### src/mffd_pkg.sv
// ----------------------------------------------------------------------------
// mffd_pkg
// shared types and constants of the motor feedback frame decoder
// ----------------------------------------------------------------------------
package mffd_pkg;

  localparam int CHASSIS_MOTORS = 4;
  localparam int SLOTS          = CHASSIS_MOTORS + 3;
  localparam int SLOT_W         = $clog2(SLOTS);

  localparam logic [SLOT_W-1:0] SLOT_YAW   = SLOT_W'(CHASSIS_MOTORS);
  localparam logic [SLOT_W-1:0] SLOT_PITCH = SLOT_W'(CHASSIS_MOTORS + 1);
  localparam logic [SLOT_W-1:0] SLOT_POKE  = SLOT_W'(CHASSIS_MOTORS + 2);

  localparam logic [2:0] SRC_YAW   = 3'd4;
  localparam logic [2:0] SRC_PITCH = 3'd5;
  localparam logic [2:0] SRC_POKE  = 3'd6;
  localparam logic [2:0] SRC_GYRO  = 3'd7;

  // divide by five: (x * 52429) >> 18 is exact for x below 2^18
  localparam logic [15:0] DIV5_RECIP = 16'd52429;
  localparam int          DIV5_SHIFT = 18;

  localparam logic [16:0] TURN_HALF = 17'sd4096;

  localparam int QUEUE_DEPTH = 2;
  localparam int QPTR_W      = $clog2(QUEUE_DEPTH);

  localparam int CFG_ADDR_W = 5;
  localparam int CFG_DATA_W = 32;

  typedef enum logic [2:0] {
    REG_CHASSIS_BASE  = 3'd0,
    REG_YAW_ID        = 3'd1,
    REG_PITCH_ID      = 3'd2,
    REG_POKE_ID       = 3'd3,
    REG_GYRO_ID       = 3'd4,
    REG_CHASSIS_CALIB = 3'd5,
    REG_POKE_CALIB    = 3'd6
  } reg_idx_t;

  typedef struct packed {
    logic [10:0] chassis_base_id;
    logic [10:0] yaw_id;
    logic [10:0] pitch_id;
    logic [10:0] poke_id;
    logic [10:0] gyro_id;
    logic [7:0]  chassis_calib_frames;
    logic [7:0]  poke_calib_frames;
  } cfg_t;

  typedef struct packed {
    logic              is_gyro;
    logic [SLOT_W-1:0] slot;
    logic [2:0]        src;
    logic              counted;
    logic [7:0]        limit;
    logic [31:0]       hi;
    logic [13:0]       cur;
    logic [7:0]        hall;
  } item_t;

endpackage

### src/mffd_cfg_regs.sv
// ----------------------------------------------------------------------------
// mffd_cfg_regs
// apb register file holding the ids and calibration frame counts
// ----------------------------------------------------------------------------
module mffd_cfg_regs import mffd_pkg::*; (
  input  logic                  clk,
  input  logic                  rst_n,
  input  logic                  psel,
  input  logic                  penable,
  input  logic                  pwrite,
  input  logic [CFG_ADDR_W-1:0] paddr,
  input  logic [CFG_DATA_W-1:0] pwdata,
  output logic [CFG_DATA_W-1:0] prdata,
  output logic                  pready,
  output cfg_t                  cfg
);

  cfg_t cfg_r, cfg_nxt;
  logic [2:0] idx;
  logic       wr_en;

  assign pready = 1'b1;
  assign idx    = paddr[4:2];
  assign wr_en  = psel & penable & pwrite;
  assign cfg    = cfg_r;

  always_comb begin
    cfg_nxt = cfg_r;
    if (wr_en) begin
      unique case (idx)
        REG_CHASSIS_BASE:  cfg_nxt.chassis_base_id      = pwdata[10:0];
        REG_YAW_ID:        cfg_nxt.yaw_id               = pwdata[10:0];
        REG_PITCH_ID:      cfg_nxt.pitch_id             = pwdata[10:0];
        REG_POKE_ID:       cfg_nxt.poke_id              = pwdata[10:0];
        REG_GYRO_ID:       cfg_nxt.gyro_id              = pwdata[10:0];
        REG_CHASSIS_CALIB: cfg_nxt.chassis_calib_frames = pwdata[7:0];
        REG_POKE_CALIB:    cfg_nxt.poke_calib_frames    = pwdata[7:0];
        default: ;
      endcase
    end
  end

  always_comb begin
    unique case (idx)
      REG_CHASSIS_BASE:  prdata = CFG_DATA_W'(cfg_r.chassis_base_id);
      REG_YAW_ID:        prdata = CFG_DATA_W'(cfg_r.yaw_id);
      REG_PITCH_ID:      prdata = CFG_DATA_W'(cfg_r.pitch_id);
      REG_POKE_ID:       prdata = CFG_DATA_W'(cfg_r.poke_id);
      REG_GYRO_ID:       prdata = CFG_DATA_W'(cfg_r.gyro_id);
      REG_CHASSIS_CALIB: prdata = CFG_DATA_W'(cfg_r.chassis_calib_frames);
      REG_POKE_CALIB:    prdata = CFG_DATA_W'(cfg_r.poke_calib_frames);
      default:           prdata = '0;
    endcase
  end

  always_ff @(posedge clk) begin
    if (!rst_n) begin
      cfg_r.chassis_base_id      <= 11'd513;
      cfg_r.yaw_id               <= 11'd517;
      cfg_r.pitch_id             <= 11'd518;
      cfg_r.poke_id              <= 11'd519;
      cfg_r.gyro_id              <= 11'd1025;
      cfg_r.chassis_calib_frames <= 8'd51;
      cfg_r.poke_calib_frames    <= 8'd10;
    end else begin
      cfg_r <= cfg_nxt;
    end
  end

endmodule

### src/mffd_front.sv
// ----------------------------------------------------------------------------
// mffd_front
// matches the frame id, picks the motor slot and scales the current
// ----------------------------------------------------------------------------
module mffd_front import mffd_pkg::*; (
  input  cfg_t        cfg,
  input  logic [10:0] frame_id,
  input  logic [31:0] bytes_high,
  input  logic [31:0] bytes_low,
  output logic        match,
  output item_t       item
);

  logic [10:0] diff;
  logic        hit_chassis;
  logic [15:0] cur_raw;
  logic        cur_neg;
  logic [15:0] cur_mag;
  logic [31:0] prod;
  logic [12:0] quot;

  assign diff        = frame_id - cfg.chassis_base_id;
  assign hit_chassis = (frame_id >= cfg.chassis_base_id) && (diff < 11'(CHASSIS_MOTORS));

  // current / -5 toward zero: scale the magnitude, then flip the sign
  assign cur_raw = bytes_low[31:16];
  assign cur_neg = cur_raw[15];
  assign cur_mag = cur_neg ? 16'(~cur_raw + 16'd1) : cur_raw;
  assign prod    = cur_mag * DIV5_RECIP;
  assign quot    = prod[DIV5_SHIFT +: 13];

  always_comb begin
    match        = 1'b1;
    item.is_gyro = 1'b0;
    item.slot    = '0;
    item.src     = '0;
    item.counted = 1'b0;
    item.limit   = '0;
    item.hi      = bytes_high;
    item.cur     = cur_neg ? {1'b0, quot} : 14'(-{1'b0, quot});
    item.hall    = bytes_low[15:8];
    if (hit_chassis) begin
      item.slot    = diff[SLOT_W-1:0];
      item.src     = diff[2:0];
      item.counted = 1'b1;
      item.limit   = cfg.chassis_calib_frames;
    end else if (frame_id == cfg.yaw_id) begin
      item.slot = SLOT_YAW;
      item.src  = SRC_YAW;
    end else if (frame_id == cfg.pitch_id) begin
      item.slot = SLOT_PITCH;
      item.src  = SRC_PITCH;
    end else if (frame_id == cfg.poke_id) begin
      item.slot    = SLOT_POKE;
      item.src     = SRC_POKE;
      item.counted = 1'b1;
      item.limit   = cfg.poke_calib_frames;
    end else if (frame_id == cfg.gyro_id) begin
      item.is_gyro = 1'b1;
      item.src     = SRC_GYRO;
    end else begin
      match = 1'b0;
    end
  end

endmodule

### src/mffd_queue.sv
// ----------------------------------------------------------------------------
// mffd_queue
// small fifo of classified items between front and back
// ----------------------------------------------------------------------------
module mffd_queue import mffd_pkg::*; (
  input  logic  clk,
  input  logic  rst_n,
  input  logic  push,
  input  item_t push_item,
  output logic  full,
  input  logic  pop,
  output logic  not_empty,
  output item_t head
);

  item_t             mem_r [QUEUE_DEPTH];
  logic [QPTR_W-1:0] wr_ptr_r, wr_ptr_nxt;
  logic [QPTR_W-1:0] rd_ptr_r, rd_ptr_nxt;
  logic [QPTR_W:0]   count_r, count_nxt;

  assign full      = (count_r == (QPTR_W+1)'(QUEUE_DEPTH));
  assign not_empty = (count_r != '0);
  assign head      = mem_r[rd_ptr_r];

  always_comb begin
    wr_ptr_nxt = wr_ptr_r;
    rd_ptr_nxt = rd_ptr_r;
    count_nxt  = count_r;
    if (push) begin
      wr_ptr_nxt = (wr_ptr_r == QPTR_W'(QUEUE_DEPTH - 1)) ? '0 : wr_ptr_r + 1'b1;
    end
    if (pop) begin
      rd_ptr_nxt = (rd_ptr_r == QPTR_W'(QUEUE_DEPTH - 1)) ? '0 : rd_ptr_r + 1'b1;
    end
    if (push && !pop) begin
      count_nxt = count_r + 1'b1;
    end else if (pop && !push) begin
      count_nxt = count_r - 1'b1;
    end
  end

  always_ff @(posedge clk) begin
    if (!rst_n) begin
      wr_ptr_r <= '0;
      rd_ptr_r <= '0;
      count_r  <= '0;
    end else begin
      wr_ptr_r <= wr_ptr_nxt;
      rd_ptr_r <= rd_ptr_nxt;
      count_r  <= count_nxt;
    end
  end

  always_ff @(posedge clk) begin
    if (push) begin
      mem_r[wr_ptr_r] <= push_item;
    end
  end

endmodule

### src/mffd_back.sv
// ----------------------------------------------------------------------------
// mffd_back
// per-motor angle tracking and the registered result
// ----------------------------------------------------------------------------
module mffd_back import mffd_pkg::*; (
  input  logic         clk,
  input  logic         rst_n,
  input  logic         item_valid,
  input  item_t        item,
  output logic         item_pop,
  output logic         out_valid,
  input  logic         out_ready,
  output logic [2:0]   source,
  output logic         calibrating,
  output logic [15:0]  raw_angle,
  output logic [15:0]  rotor_speed,
  output logic [13:0]  drive_current,
  output logic [7:0]   hall_value,
  output logic [31:0]  round_count,
  output logic [45:0]  accum_angle,
  output logic [31:0]  gyro_angle
);

  logic [15:0] angle_r  [SLOTS];
  logic [15:0] offset_r [SLOTS];
  logic [31:0] rounds_r [SLOTS];
  logic [7:0]  fcount_r [SLOTS];

  logic        out_valid_r;
  logic [2:0]  source_r;
  logic        calib_r;
  logic [15:0] raw_angle_r;
  logic [15:0] speed_r;
  logic [13:0] cur_r;
  logic [7:0]  hall_r;
  logic [31:0] rounds_out_r;
  logic [45:0] total_r;
  logic [31:0] gyro_r;

  logic [15:0] angle;
  logic [15:0] old_angle;
  logic [15:0] old_offset;
  logic [31:0] old_rounds;
  logic [7:0]  old_fcount;
  logic        calib;
  logic [16:0] delta;
  logic [15:0] offset_nxt;
  logic [31:0] rounds_nxt;
  logic [7:0]  fcount_nxt;
  logic [45:0] total_nxt;
  logic        upd;

  assign item_pop  = item_valid && (!out_valid_r || out_ready);
  assign upd       = item_pop && !item.is_gyro;
  assign out_valid = out_valid_r;

  assign angle      = item.hi[31:16];
  assign old_angle  = angle_r[item.slot];
  assign old_offset = offset_r[item.slot];
  assign old_rounds = rounds_r[item.slot];
  assign old_fcount = fcount_r[item.slot];
  assign calib      = item.counted && (old_fcount < item.limit);
  assign delta      = {1'b0, angle} - {1'b0, old_angle};

  always_comb begin
    rounds_nxt = old_rounds;
    offset_nxt = old_offset;
    fcount_nxt = old_fcount;
    if (item.counted && old_fcount != 8'hFF) begin
      fcount_nxt = old_fcount + 8'd1;
    end
    if (calib) begin
      offset_nxt = angle;
    end else if ($signed(delta) > $signed(TURN_HALF)) begin
      if (old_rounds != 32'h8000_0000) begin
        rounds_nxt = old_rounds - 32'd1;
      end
    end else if ($signed(delta) < -$signed(TURN_HALF)) begin
      if (old_rounds != 32'h7FFF_FFFF) begin
        rounds_nxt = old_rounds + 32'd1;
      end
    end
    total_nxt = {rounds_nxt[31], rounds_nxt, 13'd0} + {30'd0, angle} - {30'd0, offset_nxt};
  end

  always_ff @(posedge clk) begin
    if (!rst_n) begin
      for (int i = 0; i < SLOTS; i++) begin
        angle_r[i]  <= '0;
        offset_r[i] <= '0;
        rounds_r[i] <= '0;
        fcount_r[i] <= '0;
      end
    end else if (upd) begin
      angle_r[item.slot]  <= angle;
      offset_r[item.slot] <= offset_nxt;
      rounds_r[item.slot] <= rounds_nxt;
      fcount_r[item.slot] <= fcount_nxt;
    end
  end

  always_ff @(posedge clk) begin
    if (!rst_n) begin
      out_valid_r <= 1'b0;
    end else if (item_pop) begin
      out_valid_r <= 1'b1;
    end else if (out_ready) begin
      out_valid_r <= 1'b0;
    end
  end

  always_ff @(posedge clk) begin
    if (item_pop) begin
      source_r <= item.src;
      if (item.is_gyro) begin
        calib_r      <= 1'b0;
        raw_angle_r  <= '0;
        speed_r      <= '0;
        cur_r        <= '0;
        hall_r       <= '0;
        rounds_out_r <= '0;
        total_r      <= '0;
        gyro_r       <= item.hi;
      end else begin
        calib_r      <= calib;
        raw_angle_r  <= angle;
        speed_r      <= calib ? 16'd0 : item.hi[15:0];
        cur_r        <= calib ? 14'd0 : item.cur;
        hall_r       <= calib ? 8'd0 : item.hall;
        rounds_out_r <= rounds_nxt;
        total_r      <= total_nxt;
        gyro_r       <= '0;
      end
    end
  end

  assign source        = source_r;
  assign calibrating   = calib_r;
  assign raw_angle     = raw_angle_r;
  assign rotor_speed   = speed_r;
  assign drive_current = cur_r;
  assign hall_value    = hall_r;
  assign round_count   = rounds_out_r;
  assign accum_angle   = total_r;
  assign gyro_angle    = gyro_r;

endmodule

### src/motor_feedback_frame_decoder.sv
// ----------------------------------------------------------------------------
// motor_feedback_frame_decoder
// can feedback frame decoder with multi-turn motor angle tracking
// ----------------------------------------------------------------------------
// Takes one received frame per cycle while the queue has room. The front end
// matches the id against the configured ids and scales the current
// combinationally, then writes the item into a two-entry queue; frames with an
// unknown id are dropped there. The back end does the read-modify-write of
// the selected motor's angle, offset, round count and frame count and
// registers the result, so frames for the same motor may follow each other
// directly. Each frame passes a queue entry and then the output register, and
// the block sustains one frame per cycle while the result side keeps up.
// ----------------------------------------------------------------------------
module motor_feedback_frame_decoder import mffd_pkg::*; (
  input  logic                  clk,
  input  logic                  rst_n,
  input  logic                  in_tvalid,
  output logic                  in_tready,
  // frame_id[10:0], bytes_high[42:11], bytes_low[74:43]
  input  logic [79:0]           in_tdata,
  output logic                  out_tvalid,
  input  logic                  out_tready,
  // raw_angle[15:0], rotor_speed[31:16], drive_current[45:32], hall_value[53:46],
  // round_count[85:54], accum_angle[131:86], gyro_angle[163:132]
  output logic [167:0]          out_tdata,
  // source[2:0], calibrating[3]
  output logic [7:0]            out_tuser,
  input  logic                  cfg_psel,
  input  logic                  cfg_penable,
  input  logic                  cfg_pwrite,
  input  logic [CFG_ADDR_W-1:0] cfg_paddr,
  input  logic [CFG_DATA_W-1:0] cfg_pwdata,
  output logic [CFG_DATA_W-1:0] cfg_prdata,
  output logic                  cfg_pready
);

  cfg_t        cfg;
  item_t       front_item;
  item_t       head;
  logic        match;
  logic        q_full;
  logic        q_not_empty;
  logic        q_pop;
  logic        push;

  logic [2:0]  source;
  logic        calibrating;
  logic [15:0] raw_angle;
  logic [15:0] rotor_speed;
  logic [13:0] drive_current;
  logic [7:0]  hall_value;
  logic [31:0] round_count;
  logic [45:0] accum_angle;
  logic [31:0] gyro_angle;

  mffd_cfg_regs u_cfg (
    .clk     (clk),
    .rst_n   (rst_n),
    .psel    (cfg_psel),
    .penable (cfg_penable),
    .pwrite  (cfg_pwrite),
    .paddr   (cfg_paddr),
    .pwdata  (cfg_pwdata),
    .prdata  (cfg_prdata),
    .pready  (cfg_pready),
    .cfg     (cfg)
  );

  mffd_front u_front (
    .cfg        (cfg),
    .frame_id   (in_tdata[10:0]),
    .bytes_high (in_tdata[42:11]),
    .bytes_low  (in_tdata[74:43]),
    .match      (match),
    .item       (front_item)
  );

  assign in_tready = !q_full;
  assign push      = in_tvalid && in_tready && match;

  mffd_queue u_queue (
    .clk       (clk),
    .rst_n     (rst_n),
    .push      (push),
    .push_item (front_item),
    .full      (q_full),
    .pop       (q_pop),
    .not_empty (q_not_empty),
    .head      (head)
  );

  mffd_back u_back (
    .clk           (clk),
    .rst_n         (rst_n),
    .item_valid    (q_not_empty),
    .item          (head),
    .item_pop      (q_pop),
    .out_valid     (out_tvalid),
    .out_ready     (out_tready),
    .source        (source),
    .calibrating   (calibrating),
    .raw_angle     (raw_angle),
    .rotor_speed   (rotor_speed),
    .drive_current (drive_current),
    .hall_value    (hall_value),
    .round_count   (round_count),
    .accum_angle   (accum_angle),
    .gyro_angle    (gyro_angle)
  );

  assign out_tdata = {4'd0, gyro_angle, accum_angle, round_count, hall_value,
                      drive_current, rotor_speed, raw_angle};
  assign out_tuser = {4'd0, calibrating, source};

endmodule

### config.mk
export PLATFORM = sky130hd
export DESIGN_NAME = motor_feedback_frame_decoder
export DESIGN_NICKNAME = d
export VERILOG_FILES = /design/src/mffd_pkg.sv /design/src/mffd_cfg_regs.sv /design/src/mffd_front.sv /design/src/mffd_queue.sv /design/src/mffd_back.sv /design/src/motor_feedback_frame_decoder.sv
export SDC_FILE = /design/constraint.sdc
export NUM_CORES = 2
export LEC_CHECK = 0
export ABC_AREA = 1
export ABC_CLOCK_PERIOD_IN_PS = 38600
export BUFFER_PORTS_ARGS = -buffer_cell sky130_fd_sc_hd__buf_2
export CORE_AREA = 10 10 325 327
export DETAILED_ROUTE_END_ITERATION = 16
export DIE_AREA = 0 0 335 337
export GPL_TIMING_DRIVEN = 0
export PLACE_DENSITY = 0.77
export SETUP_SLACK_MARGIN = 0.1
export SLEW_MARGIN = 10
export SYNTH_ARGS = -nofsm -noshare
export SYNTH_HDL_FRONTEND = slang
export SYNTH_SLANG_ARGS = --single-unit
export TNS_END_PERCENT = 100
### constraint.sdc
create_clock -name clk -period 38.6 [get_ports clk]
set_input_delay 7.72 -clock clk [delete_from_list [all_inputs] [get_ports clk]]
set_output_delay 7.72 -clock clk [all_outputs]
set_load 0.02 [all_outputs]
==> flow_summary_export.csv <==
group,metric,value,unit
die,rows,116,
route,wl_per_cell,22.9,µm
clocking,cts_setup_buffers,0,
clocking,path_clk_slew,0.06,ns
timing,fin_worst_skew,0.0498,ns
route,drc,0,
die,die-area,0.113,mm²
timing,drv_slew,0,
synth,synthArstFlopShare,0,
clocking,htreeDepth,3,
clocking,cts_root_buf,"clkbuf_16",
synth,synth_top_cell_by_area,"edfxtp_1",
critical_path,criticalPathCategory,"in -> out",
synth,yosysWarnings,0,
run_status,outcome,"finished clean",
timing,fmax,57.8,MHz
clocking,cts.repair.resized,0,
critical_path,critPathArrivalTime,9.60,ns
synth,synth_top_area_frac,0.451,
timing,rsz0062_at_grt,"false",
critical_path,start_kind,"primary input",
die,core,0.0993,mm²
synth,avgSynthCellArea,8.81,µm²
timing,fin_setup_tns,0,ns
place,gp_congestion,0.994,
synth,synthTopCellsByCount,"nand2_1, nor2_1, inv_1",
clocking,cts_buffer_depth,3,
timing,setup_viol,0,
min_path,min_path_type,"reg -> reg",
die,fp.dieW,335,µm
route,via_per_inst,5.78,
timing,fin_crit,17.32,ns
synth,ys_types,67,
synth,ys.flop_type,"edfxtp_1",
synth,syn-cell-area,0.0540,mm²
clocking,worstSkewPairLatency,0.74,ns
synth,synth.area.top_cells,"edfxtp_1, nand2_1, nor2_1",
place,dp_hpwl,134000,µm
route,num_vias,45900,
final_layout,final_nets,6981,
final_layout,fill_cells,8439,
clocking,cts_buffers,101,
grt,grt_pass1_wl,270000,µm
synth,synth-edff-count,812,
synth,syn_inst,6134,
route,drtIter0Drc,5927,
grt,antenna_found_initial,16,
clocking,cts_hold_buffers,0,
critical_path,required,30.88,ns
grt,grt_max_degree,58,
clocking,cts_num_sinks,961,
flow_run,cap_violations,0,
synth,ys_ff_latch,961,
timing,hold_viol_final,0,
place,numPortBuffers,268,
timing,relSlewSlack,0.0425,
route,final_antenna_net_count,0,
grt,gr-total-overflow,0,
timing,period_share,0.449,
timing,worstMarginPinSlew,1.43,ns
synth,ys_seq_area_frac,0.506,
route,routed_wirelength,182000,µm
grt,gr-usage-all-layers,0.316,
grt,grt_pass1_vias,44900,
critical_path,endpoint_kind,"output pin",
final_layout,layout-drive-gt1-share,0.117,
die,ios,335,
die,initial_utilization,0.544,
clocking,cts_tree,"yes",
critical_path,path_max_fanout,6,
final_layout,area_growth,13.0,%
route,dr.pass1.iters,8,
synth,yosysMostFrequentCell,"nand2_1",
die,dieHeight,337,µm
==> flip-flops by register name (all words and copies together), names as in the netlist, 46 cells and up, named ones only <==
signal	cells
u_back.offset_r	128
u_back.angle_r	128
u_back.fcount_r	64
u_cfg.cfg	71
u_queue.mem_r	140
u_back.rounds_r	256
u_back.accum_angle	46
==> final cells by class <==
type,instances,area (µm²),area share
Buffer,274,1490,0.0245
Tap cell,1298,1620,0.0266
Clock inverter,53,644,0.0105
Timing Repair Buffer,289,1810,0.0296
Multi-Input combinational cell,4058,22100,0.362
Clock buffer,138,2780,0.0455
Inverter,869,3260,0.0534
Sequential cell,961,27400,0.448
Antenna cell,1,2.50,0.0000410
==> worst max-delay path, cell delays in order <==
cell and delay [ns]:
buf_2 0.13, inv_1 0.08, nor3_1 0.62, inv_1 0.25, o21ai_0 0.35, a221oi_1 0.14
nand2_1 0.12, buf_2 0.17
==> final timing paths <==
kind	start	end	slack (ns)	cells past startpoint
min	u_back.rounds_r[6][31]$_SDFFE_PN0P_	u_back.rounds_r[6][31]$_SDFFE_PN0P_	0.46	2
max	cfg_paddr[4]	cfg_prdata[5]	21.28	8
min reg2reg	u_back.rounds_r[6][31]$_SDFFE_PN0P_	u_back.rounds_r[6][31]$_SDFFE_PN0P_	0.46	2
max reg2reg	register	u_back.accum_angle[39]$_SDFFCE_PP0P_	28.45	40
==> through the flow <==
step                hold WS [ns]  area [µm²]  instances  worst slack (ns)   util
finish                     0.458       61100       7941             21.28  0.615
detailed placement         0.441       57600       7748             21.19  0.581
global placement           0.437       57100       7728              8.47  0.575
CTS                        0.455       61100       7939             21.24  0.615
floorplan                  0.426       54100       6162             17.58      -
global route               0.473       61100       7940             21.20  0.615
==> placed cells by master (no fill, tap or decap), types with 52 or more instances in the layout <==
master,netlist,final
nor2_1,914,912
dfxtp_1,149,149
nand4_1,54,54
inv_1,814,813
nand2_1,1206,1201
edfxtp_1,812,812
buf_2,48,316
buf_4,56,57
o21ai_0,339,337
clkbuf_1,130,156
xor2_1,69,69
clkbuf_16,0,101
fa_1,83,83
o21ai_1,50,52
nand3_1,416,416
a21oi_1,244,243
ha_1,220,220
==> cell families (layout without fill, tap and decap cells) <==
family	count (synthesis)	after routing	synth area share
simple gates	2774	2774	0.216
buf+inv	1143	1623	0.0880
flops	961	961	0.506
compound gates	825	825	0.0863
fa+ha+maj	303	303	0.0817
xor+xnor	103	103	0.0174
mux	23	23	0.00426
other cells	2	31	0.000139
==> routing by layer <==
layer  up-vias  routed length [µm]  GRT usage
met1     21600               67200      0.390
met4        12               10400      0.172
met5         -                  73          0
met2      2620               83300      0.507
met3       578               20600     0.0792
li1      21000                   -          -
Power is not shown: default switching activity piles up to over one toggle a cycle in this logic, so the estimate is an artifact.
